**config.mk**
```make
export PLATFORM = sky130hd
export DESIGN_NAME = led_channel_pattern_renderer_unit_flat
export DESIGN_NICKNAME = d
export VERILOG_FILES = /design/src/rtl/lcpr_pkg.sv /design/src/rtl/lcpr_if.sv /design/src/rtl/led_channel_pattern_renderer_unit.sv /design/src/rtl/lcpr_ram.sv /design/src/rtl/lcpr_div.sv /design/src/flat_wrapper.sv
export SDC_FILE = /design/constraint.sdc
export NUM_CORES = 2
export LEC_CHECK = 0
export BUFFER_PORTS_ARGS = -buffer_cell sky130_fd_sc_hd__buf_2
export CORE_MARGIN = 4
export CORE_UTILIZATION = 40
export CTS_BUF_LIST = sky130_fd_sc_hd__clkbuf_16
export DETAILED_ROUTE_END_ITERATION = 8
export PLACE_DENSITY = 0.66
export SLEW_MARGIN = 40
export SYNTH_ARGS = -nofsm -noshare
export SYNTH_HDL_FRONTEND = slang
export SYNTH_SLANG_ARGS = --single-unit
```
**constraint.sdc**
```tcl
create_clock -name clk -period 8.6 [get_ports clk]
set_input_delay 1.72 -clock clk [delete_from_list [all_inputs] [get_ports clk]]
set_output_delay 1.72 -clock clk [all_outputs]
set_load 0.01 [all_outputs]
```
**src/rtl/lcpr_pkg.sv**
```systemverilog
// Package for the LED channel pattern renderer: widths, types and modes.
// Used by lcpr_if, the top level and lcpr_div; depends on nothing.
package lcpr_pkg;
  localparam int NumChannels = 8;
  localparam int ChW = 3;
  localparam int ColorW = 24;
  localparam int TimeW = 16;
  localparam int MsW = 32;
  // One channel entry: color, mode, on, off, anchor.
  localparam int EntryW = ColorW + 2 + TimeW + TimeW + MsW;
  localparam logic [TimeW-1:0] FramePeriodRst = 16'd20;
  localparam logic [TimeW-1:0] PulseDefault = 16'd1000;

  typedef enum logic [1:0] {
    MODE_OFF = 2'd0, MODE_STEADY = 2'd1, MODE_BLINK = 2'd2, MODE_PULSE = 2'd3
  } mode_t;

  typedef enum logic {OP_SET = 1'b0, OP_TICK = 1'b1} op_t;

  typedef struct packed {
    logic [ColorW-1:0] color;
    mode_t             mode;
    logic [TimeW-1:0]  on_time;
    logic [TimeW-1:0]  off_time;
    logic [MsW-1:0]    anchor;
  } entry_t;

  typedef enum logic [3:0] {
    ST_IDLE, ST_CLEAR, ST_SET_RD, ST_SET_WR, ST_RD, ST_DIV, ST_PULSE, ST_DIV2,
    ST_SCALE, ST_OUT
  } state_t;

  // Divider request and reply between the sequencer and the divider.
  typedef struct packed {
    logic             start;
    logic [MsW-1:0]   num;
    logic [TimeW-1:0] den;
  } div_req_t;

  typedef struct packed {
    logic             done;
    logic [MsW-1:0]   quot;
    logic [TimeW-1:0] rem;
  } div_rsp_t;
endpackage

```
**src/rtl/lcpr_if.sv**
```systemverilog
// Valid/ready channel interfaces for input items and rendered results.
// Depends on lcpr_pkg.
interface lcpr_in_if;
  logic                    valid;
  logic                    ready;
  lcpr_pkg::op_t           operation;
  logic [2:0]              channel;
  logic [23:0]             color;
  logic [1:0]              mode;
  logic [15:0]             on_time;
  logic [15:0]             off_time;
  modport source(output valid, operation, channel, color, mode, on_time, off_time,
                 input ready);
  modport sink(input valid, operation, channel, color, mode, on_time, off_time,
               output ready);
endinterface

interface lcpr_out_if;
  logic        valid;
  logic        ready;
  logic [2:0]  led_index;
  logic [23:0] led_color;
  logic        last_in_frame;
  modport source(output valid, led_index, led_color, last_in_frame, input ready);
  modport sink(input valid, led_index, led_color, last_in_frame, output ready);
endinterface

```
**src/rtl/led_channel_pattern_renderer_unit.sv**
```systemverilog
// Top level of the LED channel pattern renderer: sequencer around the channel RAM.
// Depends on lcpr_pkg, lcpr_if, lcpr_ram and lcpr_div.
//
//  channel | dir | handshake        | payload
//  in      | in  | in_valid/ready   | operation, channel, color, mode, on_time, off_time
//  out     | out | out_valid/ready  | led_index, led_color, last_in_frame
//  cfg     | in  | cfg_we           | cfg_wdata (frame_period)
//
// After reset the channel RAM is cleared, one entry a cycle, all 8 entries.
// A set reads the old entry and then writes the new one. A tick with no frame
// only advances the time. A frame takes each off, steady or blink channel through
// one pass of the bit-serial divider and each pulse channel through two passes.
// An output stall holds the sequencer in place.
module led_channel_pattern_renderer_unit (
  input  logic              clk,
  input  logic              rst_n,
  lcpr_in_if.sink           in_ch,
  lcpr_out_if.source        out_ch,
  input  logic              cfg_we,
  input  logic [15:0]       cfg_wdata
);
  localparam int MW = lcpr_pkg::MsW;
  localparam int TW = lcpr_pkg::TimeW;

  lcpr_pkg::state_t state_r, state_nxt;
  logic [TW-1:0]  period_cfg_r;
  logic [MW-1:0]  now_r, now_nxt, last_r, last_nxt;
  logic [2:0]     idx_r, idx_nxt;
  logic           we;
  logic [2:0]     waddr, raddr;
  lcpr_pkg::entry_t wdata, rdata;
  lcpr_pkg::entry_t ent_r, ent_nxt;
  // Captured set item.
  lcpr_pkg::entry_t set_r, set_nxt;
  logic [2:0]     set_ch_r, set_ch_nxt;
  logic [TW-1:0]  per_r, per_nxt, ph_r, ph_nxt;
  logic [7:0]     lvl_r, lvl_nxt;
  logic [23:0]    col_r, col_nxt;
  logic           ovalid_r, ovalid_nxt;
  lcpr_pkg::div_req_t dreq;
  lcpr_pkg::div_rsp_t drsp;
  logic [MW-1:0]  age, since;
  logic [TW-1:0]  half, blink_per;
  logic [TW+8:0]  pnum;
  logic [15:0]    prod_r, prod_g, prod_b;
  // The first divider pass starts in the cycle the entry arrives from the RAM.
  logic           start_r;

  lcpr_ram #(.Width(lcpr_pkg::EntryW), .Depth(lcpr_pkg::NumChannels)) u_ram (
    .clk(clk), .we(we), .waddr(waddr), .wdata(wdata), .raddr(raddr), .rdata(rdata)
  );
  lcpr_div u_div (.clk(clk), .rst_n(rst_n), .req(dreq), .rsp(drsp));

  // Divide by 255 exactly for values up to 255*255.
  function automatic logic [7:0] div255(input logic [15:0] x);
    logic [16:0] t;
    t = {1'b0, x} + 17'd1 + {9'd0, x[15:8]};
    return t[15:8];
  endfunction

  always_comb begin
    age = now_r - rdata.anchor;
    since = now_r - last_r;
    half = per_r >> 1;
    blink_per = rdata.on_time + rdata.off_time;
    if (ph_r < half) pnum = {ph_r, 9'd0} - {8'd0, ph_r, 1'b0};
    else pnum = {(ph_r - half), 9'd0} - {8'd0, (ph_r - half), 1'b0};
    prod_r = col_r[23:16] * lvl_r;
    prod_g = col_r[15:8] * lvl_r;
    prod_b = col_r[7:0] * lvl_r;
  end

  // Next state.
  always_comb begin
    state_nxt = state_r;
    unique case (state_r)
      lcpr_pkg::ST_CLEAR: if (idx_r == 3'(lcpr_pkg::NumChannels - 1)) state_nxt = lcpr_pkg::ST_IDLE;
      lcpr_pkg::ST_IDLE: if (in_ch.valid) begin
        if (in_ch.operation == lcpr_pkg::OP_SET) state_nxt = lcpr_pkg::ST_SET_RD;
        else if (since + MW'(1) >= {16'd0, period_cfg_r}) state_nxt = lcpr_pkg::ST_RD;
      end
      lcpr_pkg::ST_SET_RD: state_nxt = lcpr_pkg::ST_SET_WR;
      lcpr_pkg::ST_SET_WR: state_nxt = lcpr_pkg::ST_IDLE;
      lcpr_pkg::ST_RD: state_nxt = lcpr_pkg::ST_DIV;
      lcpr_pkg::ST_DIV: if (drsp.done)
        state_nxt = (ent_r.mode == lcpr_pkg::MODE_PULSE) ? lcpr_pkg::ST_PULSE
                                                         : lcpr_pkg::ST_OUT;
      lcpr_pkg::ST_PULSE: state_nxt = lcpr_pkg::ST_DIV2;
      lcpr_pkg::ST_DIV2: if (drsp.done) state_nxt = lcpr_pkg::ST_SCALE;
      lcpr_pkg::ST_SCALE: state_nxt = lcpr_pkg::ST_OUT;
      lcpr_pkg::ST_OUT: if (ovalid_r && out_ch.ready)
        state_nxt = (idx_r == 3'(lcpr_pkg::NumChannels - 1)) ? lcpr_pkg::ST_IDLE
                                                              : lcpr_pkg::ST_RD;
      default: state_nxt = lcpr_pkg::ST_IDLE;
    endcase
  end

  // Datapath and outputs.
  always_comb begin
    now_nxt = now_r;
    last_nxt = last_r;
    idx_nxt = idx_r;
    ent_nxt = ent_r;
    set_nxt = set_r;
    set_ch_nxt = set_ch_r;
    per_nxt = per_r;
    ph_nxt = ph_r;
    lvl_nxt = lvl_r;
    col_nxt = col_r;
    ovalid_nxt = ovalid_r;
    we = 1'b0;
    waddr = idx_r;
    wdata = '0;
    raddr = idx_r;
    dreq = '0;
    in_ch.ready = 1'b0;
    unique case (state_r)
      lcpr_pkg::ST_CLEAR: begin
        we = 1'b1;
        idx_nxt = idx_r + 3'd1;
      end
      lcpr_pkg::ST_IDLE: begin
        in_ch.ready = 1'b1;
        raddr = in_ch.channel;
        idx_nxt = '0;
        if (in_ch.valid) begin
          if (in_ch.operation == lcpr_pkg::OP_SET) begin
            set_ch_nxt = in_ch.channel;
            set_nxt.color = in_ch.color;
            set_nxt.mode = lcpr_pkg::mode_t'(in_ch.mode);
            set_nxt.on_time = in_ch.on_time;
            set_nxt.off_time = in_ch.off_time;
            set_nxt.anchor = now_r;
          end else begin
            now_nxt = now_r + MW'(1);
            if (since + MW'(1) >= {16'd0, period_cfg_r}) last_nxt = now_r + MW'(1);
          end
        end
      end
      lcpr_pkg::ST_SET_RD: begin
        raddr = set_ch_r;
      end
      lcpr_pkg::ST_SET_WR: begin
        waddr = set_ch_r;
        wdata = set_r;
        we = (rdata.color != set_r.color) || (rdata.mode != set_r.mode) ||
             (rdata.on_time != set_r.on_time) || (rdata.off_time != set_r.off_time);
      end
      lcpr_pkg::ST_RD: ;
      lcpr_pkg::ST_DIV: ;
      default: ;
    endcase
    // Launch and finish of the divider passes.
    if (start_r) begin
      ent_nxt = rdata;
      unique case (rdata.mode)
        lcpr_pkg::MODE_BLINK: per_nxt = (blink_per == '0) ? TW'(1) : blink_per;
        lcpr_pkg::MODE_PULSE:
          per_nxt = (rdata.on_time == '0) ? lcpr_pkg::PulseDefault : rdata.on_time;
        default: per_nxt = TW'(1);
      endcase
      dreq.start = 1'b1;
      dreq.num = age;
      dreq.den = per_nxt;
    end
    if (state_r == lcpr_pkg::ST_DIV && drsp.done) begin
      col_nxt = '0;
      if (ent_r.mode == lcpr_pkg::MODE_STEADY) col_nxt = ent_r.color;
      else if (ent_r.mode == lcpr_pkg::MODE_BLINK)
        col_nxt = (drsp.rem < ent_r.on_time) ? ent_r.color : 24'd0;
      ph_nxt = drsp.rem;
      ovalid_nxt = (ent_r.mode != lcpr_pkg::MODE_PULSE);
    end
    if (state_r == lcpr_pkg::ST_PULSE) begin
      dreq.start = 1'b1;
      dreq.num = MW'(pnum);
      dreq.den = per_r;
    end
    if (state_r == lcpr_pkg::ST_DIV2 && drsp.done) begin
      lvl_nxt = (ph_r < half) ? drsp.quot[7:0] : 8'd255 - drsp.quot[7:0];
      col_nxt = ent_r.color;
    end
    if (state_r == lcpr_pkg::ST_SCALE) begin
      col_nxt = {div255(prod_r), div255(prod_g), div255(prod_b)};
      ovalid_nxt = 1'b1;
    end
    if (state_r == lcpr_pkg::ST_OUT && ovalid_r && out_ch.ready) begin
      ovalid_nxt = 1'b0;
      idx_nxt = idx_r + 3'd1;
    end
    out_ch.valid = ovalid_r;
    out_ch.led_index = idx_r;
    out_ch.led_color = col_r;
    out_ch.last_in_frame = (idx_r == 3'(lcpr_pkg::NumChannels - 1));
  end

  always_ff @(posedge clk) begin
    if (!rst_n) begin
      state_r <= lcpr_pkg::ST_CLEAR;
      period_cfg_r <= lcpr_pkg::FramePeriodRst;
      now_r <= '0;
      last_r <= '0;
      idx_r <= '0;
      ovalid_r <= 1'b0;
      start_r <= 1'b0;
    end else begin
      state_r <= state_nxt;
      if (cfg_we) period_cfg_r <= cfg_wdata;
      now_r <= now_nxt;
      last_r <= last_nxt;
      idx_r <= idx_nxt;
      ovalid_r <= ovalid_nxt;
      start_r <= (state_r == lcpr_pkg::ST_RD);
    end
    ent_r <= ent_nxt;
    set_r <= set_nxt;
    set_ch_r <= set_ch_nxt;
    per_r <= per_nxt;
    ph_r <= ph_nxt;
    lvl_r <= lvl_nxt;
    col_r <= col_nxt;
  end
endmodule

```
**src/rtl/lcpr_ram.sv**
```systemverilog
// Generic single-port-write, single-read synchronous RAM with registered read.
// Stands alone.
module lcpr_ram #(
  parameter int Width = 8,
  parameter int Depth = 8
) (
  input  logic                     clk,
  input  logic                     we,
  input  logic [$clog2(Depth)-1:0] waddr,
  input  logic [Width-1:0]         wdata,
  input  logic [$clog2(Depth)-1:0] raddr,
  output logic [Width-1:0]         rdata
);
  logic [Width-1:0] mem [Depth];
  always_ff @(posedge clk) begin
    if (we) begin
      mem[waddr] <= wdata;
    end
    rdata <= mem[raddr];
  end
endmodule

```
**src/rtl/lcpr_div.sv**
```systemverilog
// Restoring divider, one quotient bit a cycle: 32-bit numerator, 16-bit divisor.
// Depends on lcpr_pkg.
module lcpr_div (
  input  logic               clk,
  input  logic               rst_n,
  input  lcpr_pkg::div_req_t req,
  output lcpr_pkg::div_rsp_t rsp
);
  logic [lcpr_pkg::MsW-1:0]   q_r, q_nxt;
  logic [lcpr_pkg::TimeW:0]   rem_r, rem_nxt;
  logic [lcpr_pkg::TimeW-1:0] den_r, den_nxt;
  logic [5:0]                 cnt_r, cnt_nxt;
  logic                       busy_r, busy_nxt, done_r, done_nxt;
  logic [lcpr_pkg::TimeW:0]   trial;
  logic [lcpr_pkg::TimeW+1:0] diff;

  always_comb begin
    q_nxt = q_r;
    rem_nxt = rem_r;
    den_nxt = den_r;
    cnt_nxt = cnt_r;
    busy_nxt = busy_r;
    done_nxt = 1'b0;
    trial = {rem_r[lcpr_pkg::TimeW-1:0], q_r[lcpr_pkg::MsW-1]};
    diff = {1'b0, trial} - {2'b00, den_r};
    if (req.start) begin
      q_nxt = req.num;
      rem_nxt = '0;
      den_nxt = req.den;
      cnt_nxt = 6'd32;
      busy_nxt = 1'b1;
    end else if (busy_r) begin
      // The partial remainder stays below the divisor, so 17 bits hold the trial.
      if (!diff[lcpr_pkg::TimeW+1]) begin
        rem_nxt = diff[lcpr_pkg::TimeW:0];
        q_nxt = {q_r[lcpr_pkg::MsW-2:0], 1'b1};
      end else begin
        rem_nxt = trial;
        q_nxt = {q_r[lcpr_pkg::MsW-2:0], 1'b0};
      end
      cnt_nxt = cnt_r - 6'd1;
      if (cnt_r == 6'd1) begin
        busy_nxt = 1'b0;
        done_nxt = 1'b1;
      end
    end
  end

  always_ff @(posedge clk) begin
    if (!rst_n) begin
      busy_r <= 1'b0;
      done_r <= 1'b0;
      cnt_r <= '0;
    end else begin
      busy_r <= busy_nxt;
      done_r <= done_nxt;
      cnt_r <= cnt_nxt;
    end
    q_r <= q_nxt;
    rem_r <= rem_nxt;
    den_r <= den_nxt;
  end

  assign rsp.done = done_r;
  assign rsp.quot = q_r;
  assign rsp.rem = rem_r[lcpr_pkg::TimeW-1:0];
endmodule
```
**src/flat_wrapper.sv**
```systemverilog
// flat-port wrapper written by rule: the top's interface ports become plain ports
module led_channel_pattern_renderer_unit_flat 
  (clk, rst_n, cfg_we, cfg_wdata, in_ch_valid, in_ch_operation, in_ch_channel, in_ch_color, in_ch_mode, in_ch_on_time, in_ch_off_time, in_ch_ready, out_ch_valid, out_ch_led_index, out_ch_led_color, out_ch_last_in_frame, out_ch_ready);
  lcpr_in_if in_ch_i ();
  lcpr_out_if out_ch_i ();
  input  logic clk;
  input  logic rst_n;
  input  logic cfg_we;
  input  logic [15:0] cfg_wdata;
  input wire logic [$bits(in_ch_i.valid)-1:0] in_ch_valid;
  input wire logic [$bits(in_ch_i.operation)-1:0] in_ch_operation;
  input wire logic [$bits(in_ch_i.channel)-1:0] in_ch_channel;
  input wire logic [$bits(in_ch_i.color)-1:0] in_ch_color;
  input wire logic [$bits(in_ch_i.mode)-1:0] in_ch_mode;
  input wire logic [$bits(in_ch_i.on_time)-1:0] in_ch_on_time;
  input wire logic [$bits(in_ch_i.off_time)-1:0] in_ch_off_time;
  output wire logic [$bits(in_ch_i.ready)-1:0] in_ch_ready;
  output wire logic [$bits(out_ch_i.valid)-1:0] out_ch_valid;
  output wire logic [$bits(out_ch_i.led_index)-1:0] out_ch_led_index;
  output wire logic [$bits(out_ch_i.led_color)-1:0] out_ch_led_color;
  output wire logic [$bits(out_ch_i.last_in_frame)-1:0] out_ch_last_in_frame;
  input wire logic [$bits(out_ch_i.ready)-1:0] out_ch_ready;
  assign in_ch_i.valid = in_ch_valid;
  assign in_ch_i.operation = in_ch_operation;
  assign in_ch_i.channel = in_ch_channel;
  assign in_ch_i.color = in_ch_color;
  assign in_ch_i.mode = in_ch_mode;
  assign in_ch_i.on_time = in_ch_on_time;
  assign in_ch_i.off_time = in_ch_off_time;
  assign in_ch_ready = in_ch_i.ready;
  assign out_ch_valid = out_ch_i.valid;
  assign out_ch_led_index = out_ch_i.led_index;
  assign out_ch_led_color = out_ch_i.led_color;
  assign out_ch_last_in_frame = out_ch_i.last_in_frame;
  assign out_ch_i.ready = out_ch_ready;
  led_channel_pattern_renderer_unit u_core (.clk(clk), .rst_n(rst_n), .in_ch(in_ch_i), .out_ch(out_ch_i), .cfg_we(cfg_we), .cfg_wdata(cfg_wdata));
endmodule
```
==> out/qor.tcl <==
set qor(outcome) {finished, final reports clean}
set qor(detailedPlacementHpwl_mm) 97.43
set qor(vdd_drop_max_mv) 0.1736
set qor(number_of_top_level_pins) 113
set qor(final.setup.tns_ps) 0
set qor(ctsHoldBuffers) 0
set qor(maximum_number_of_pins_on_one_net_before_global_route_repair) 72
set qor(die_height_um) 395.8
set qor(fillCellCount) 13300
set qor(min-delay-path-class) {reg -> reg}
set qor(finalHoldViolations) 0
set qor(gp_routability_congestion) 0.8781
set qor(ys_seq_area_share_pct) 55.01
set qor(cts.repair.resized) 0
set qor(die_width_um) 395.8
set qor(grt_first_pass_wirelength_mm) 226.7
set qor(syn-instance-count) 4576
set qor(detailed_routing_iteration_count_for_the_pre_antenna_repair_pass) 5
set qor(antenna_left) 0
set qor(internal_power_consumption_mw) 9.931
set qor(regToRegEndpoint) {u_core.out_ch.led_color[6]}
set qor(post_synth_and_or_nand_nor_area_fraction_pct) 9.619
set qor(final_core_util_pct) 44.92
set qor(fin_skew_ps) 75.11
set qor(first_global_vias) 37540
set qor(dp_worst_setup_slack_ps) 1735
set qor(dp_cells) 6592
set qor(end_kind) {flip-flop}
set qor(design.die.area_sq_mm) 0.1567
set qor(cts_tree) {built}
set qor(syn-mean-instance-area_sq_um) 13.15
set qor(crit_arrival_ps) 7210
set qor(synth_mux_area_share_pct) 9.493
set qor(switching_power_mw) 3.172
set qor(buffer_ports.inserted) 112
set qor(setup_violations) 0
set qor(final_cell_count_no_fill) 6813
set qor(holdWs_ps) 454.1
set qor(timing.final.max_slew_violations) 0
set qor(synthAdderAreaFrac_pct) 10.41
set qor(postLayoutCellArea_sq_mm) 0.06721
set qor(max-slew-margin-rel_pct) 42.02
set qor(asyncSetResetFlopFracSynth_pct) 0
set qor(max_cap_violations) 0
set qor(p_comb_share_pct) 10.3
set qor(power_frac_clock_pct) 39.1
set qor(synth.net_count) 5091
set qor(yosysWarningCount) 0
set qor(area_delta_synth_final_pct) 11.69
set qor(synth_top_cell_by_area) {sky130_fd_sc_hd__edfxtp_1}
set qor(maxClockFrequency_mhz) 148.4
set qor(worst_slew_pin_slew_ps) 866.5
set qor(route.detailed.vias_per_inst) 5.504
set qor(power_per_cell_area_mw_per_mm2) 195.0
set qor(root_buffer) {sky130_fd_sc_hd__clkbuf_16}
set qor(leak_pwr_nw) 25.60
set qor(power_mw) 13.10
set qor(synth_top_flop_cell) {sky130_fd_sc_hd__edfxtp_1}
set qor(r2r-start) {u_core.lvl_r[5]}
set qor(post_synth_xor_area_fraction_pct) 4.022
set qor(postSynthRegisterBits) 1170
set qor(overflow) 0
set qor(synth_edf_count) 967
set qor(via_total_after_detailed_routing) 37500
set qor(clock_tree.htree_level_count) 3
set qor(seq_power_share_pct) 50.6
set qor(crit_path_start_kind) {flip-flop}
set qor(cts_inserted_buffers) 113
set qor(layout-drive-gt1-share_pct) 14.73
set qor(core_area_sq_mm) 0.1496
set qor(detailed_place.area_sq_mm) 0.06327
set qor(synth_compound_gate_area_share_pct) 8.020
set qor(hold_path_depth) 0
set qor(global_route_total_usage_across_every_layer_pct) 18.52
set qor(critical_path_class) {reg -> reg}
set qor(drt_iter0_markers) 3205
set qor(yosysTopAreaCellShare_pct) 48.26
set qor(cts_setup_buffers) 0
set qor(post-route-period-util_pct) 78.33
set qor(r2r_cells) 21
set qor(row_count) 142
set qor(cp-endpoint) {u_core.out_ch.led_color[6]}
set qor(crit_fanout) 24
set qor(unrepaired_setup_endpoints_after_global_routing) {false}
set qor(number_of_antenna_violations_at_the_first_check_in_global_routing) 11
set qor(fin_crit_ps) 6737
set qor(timing.critical_path.required_ps) 9070
set qor(postLayoutSetupSlackWorst_ps) 1863
set qor(worstSetupStartpoint) {u_core.lvl_r[5]}
set qor(initial_core_util_pct) 40.22
set qor(combinational_family_with_the_most_area_after_synthesis) {adder cells}
set qor(clock_sink_count) 1170
set qor(synth.distinct_cells) 92
set qor(drc_errors) 0
set qor(finish.net_count) 5208
set qor(final_common_cell) {sky130_fd_sc_hd__edfxtp_1}
set qor(most-common-layout-cells) {sky130_fd_sc_hd__edfxtp_1 (967), sky130_fd_sc_hd__inv_1 (382), sky130_fd_sc_hd__ha_1 (319)}
set qor(p_sw_share_pct) 24.21
set qor(synth_area_sq_mm) 0.06017
set qor(drt_wl_total_mm) 146.1
set qor(cts_max_path_buffers) 3
set qor(clk-insertion-delay-late_ps) 750
set qor(setup.reg_to_reg.worst_slack_ps) 1860
set qor(clkSlewWorstSetupHoldPaths_ps) 60
set qor(post_drt_wl_per_cell_um) 21.44
set qor(post_synth_main_area_contributors) {sky130_fd_sc_hd__edfxtp_1 (48%), sky130_fd_sc_hd__dfxtp_1 (6.8%), sky130_fd_sc_hd__mux4_2 (6.7%), sky130_fd_sc_hd__ha_1 (6.6%), sky130_fd_sc_hd__fa_1 (3.8%)}
==> metal layers <==
metal | wire [um] | share of wire, % | up-vias | global-route usage [%]
met5 | 41 | 0.028 | - | 0
met4 | 3415 | 2.3 | 6 | 4.882
met3 | 8713 | 6.0 | 201 | 2.699
met2 | 69010 | 47 | 1103 | 29.93
met1 | 64880 | 44 | 18940 | 26.29
li1 | - | - | 17250 | -
==> power groups by stage <==
| stage | registers (mW) | clock network, mW | logic [mW] |
|---|---|---|---|
| after detailed placement | 6.75 | 0 | 1.34 |
| final | 6.63 | 5.12 | 1.35 |
| after floorplan | 6.64 | 0 | 0.982 |
| after global placement | 6.74 | 0 | 1.33 |
| after CTS | 6.63 | 5.21 | 1.35 |
| after global routing | 6.65 | 5.46 | 1.48 |
==> area by class of cell <==
cell class	instances	area [sq um]	area share, %
Tap cell	2016	2522	3.753
Sequential cell	1170	33110	49.27
Inverter	365	1370	2.039
Timing Repair Buffer	175	1142	1.700
Multi-Input combinational cell	2868	25160	37.44
Antenna cell	3	7.507	0.01117
Clock inverter	101	1012	1.506
Clock buffer	115	2878	4.282
==> flip-flops by register name (all words and copies together) (netlist names), 24 cells and up <==
name	count
u_core.u_ram.mem	720
u_core.set_r	90
u_core.u_ram.rdata	90
u_core.ent_r	42
u_core.last_r	32
u_core.now_r	32
u_core.u_div.q_r	32
u_core.out_ch.led_color	24
==> kinds of logic after synthesis <==
family,count (synthesis)
flip-flops,1170
buffers and inverters,538
XOR/XNOR,273
AND/OR/NAND/NOR,1100
adder cells (fa/ha/maj),433
AO/OA/AOI/OAI,728
multiplexers,334
==> critical path, cell delays in order (launching register included) <==
cell	delay [ps]
sky130_fd_sc_hd__edfxtp_1	830
sky130_fd_sc_hd__nand2_1	170
sky130_fd_sc_hd__fa_1	530
sky130_fd_sc_hd__fa_1	500
sky130_fd_sc_hd__inv_1	50
sky130_fd_sc_hd__fa_1	470
sky130_fd_sc_hd__inv_1	50
sky130_fd_sc_hd__fa_1	470
sky130_fd_sc_hd__inv_1	40
sky130_fd_sc_hd__ha_1	310
sky130_fd_sc_hd__o21a_1	130
sky130_fd_sc_hd__a2111o_1	450
sky130_fd_sc_hd__a311oi_1	460
sky130_fd_sc_hd__xnor2_1	270
sky130_fd_sc_hd__ha_1	320
sky130_fd_sc_hd__a21oi_1	140
sky130_fd_sc_hd__o31ai_1	120
sky130_fd_sc_hd__maj3_1	360
sky130_fd_sc_hd__a31oi_1	370
sky130_fd_sc_hd__nand4b_1	190
sky130_fd_sc_hd__xnor2_1	150
sky130_fd_sc_hd__o21ai_0	90
==> Yosys cell counts, drive strengths merged, types with 23 or more instances <==
| cell | n |
|---|---|
| edfxtp | 967 |
| inv | 364 |
| ha | 319 |
| nand2 | 240 |
| dfxtp | 203 |
| nor2 | 203 |
| a21oi | 187 |
| and2 | 183 |
| mux4 | 180 |
| xnor2 | 174 |
| o21ai | 164 |
| clkbuf | 131 |
| and3 | 126 |
| fa | 113 |
| xor2 | 97 |
| mux2 | 93 |
| nand3 | 86 |
| mux2i | 61 |
| nor3 | 61 |
| a21o | 55 |
| nand4 | 43 |
| buf | 42 |
| a211oi | 37 |
| o21a | 37 |
| o211ai | 31 |
| a31oi | 29 |
| nand2b | 28 |
| o211a | 23 |
==> how the worst min path moves through the flow <==
stage / slack, ps / end / from
after CTS: 460 / u_core.ent_r[84] / u_core.u_ram.rdata[84]
after detailed placement: 440 / u_core.ent_r[84] / u_core.u_ram.rdata[84]
after floorplan: 410 / u_core.ent_r[64] / u_core.u_ram.rdata[64]
final: 450 / u_core.ent_r[84] / u_core.u_ram.rdata[84]
after global placement: 440 / u_core.last_r[15] / u_core.last_r[15]
after global routing: 470 / u_core.ent_r[84] / u_core.u_ram.rdata[84]
No activity file was read; power rests on OpenSTA's default activity.
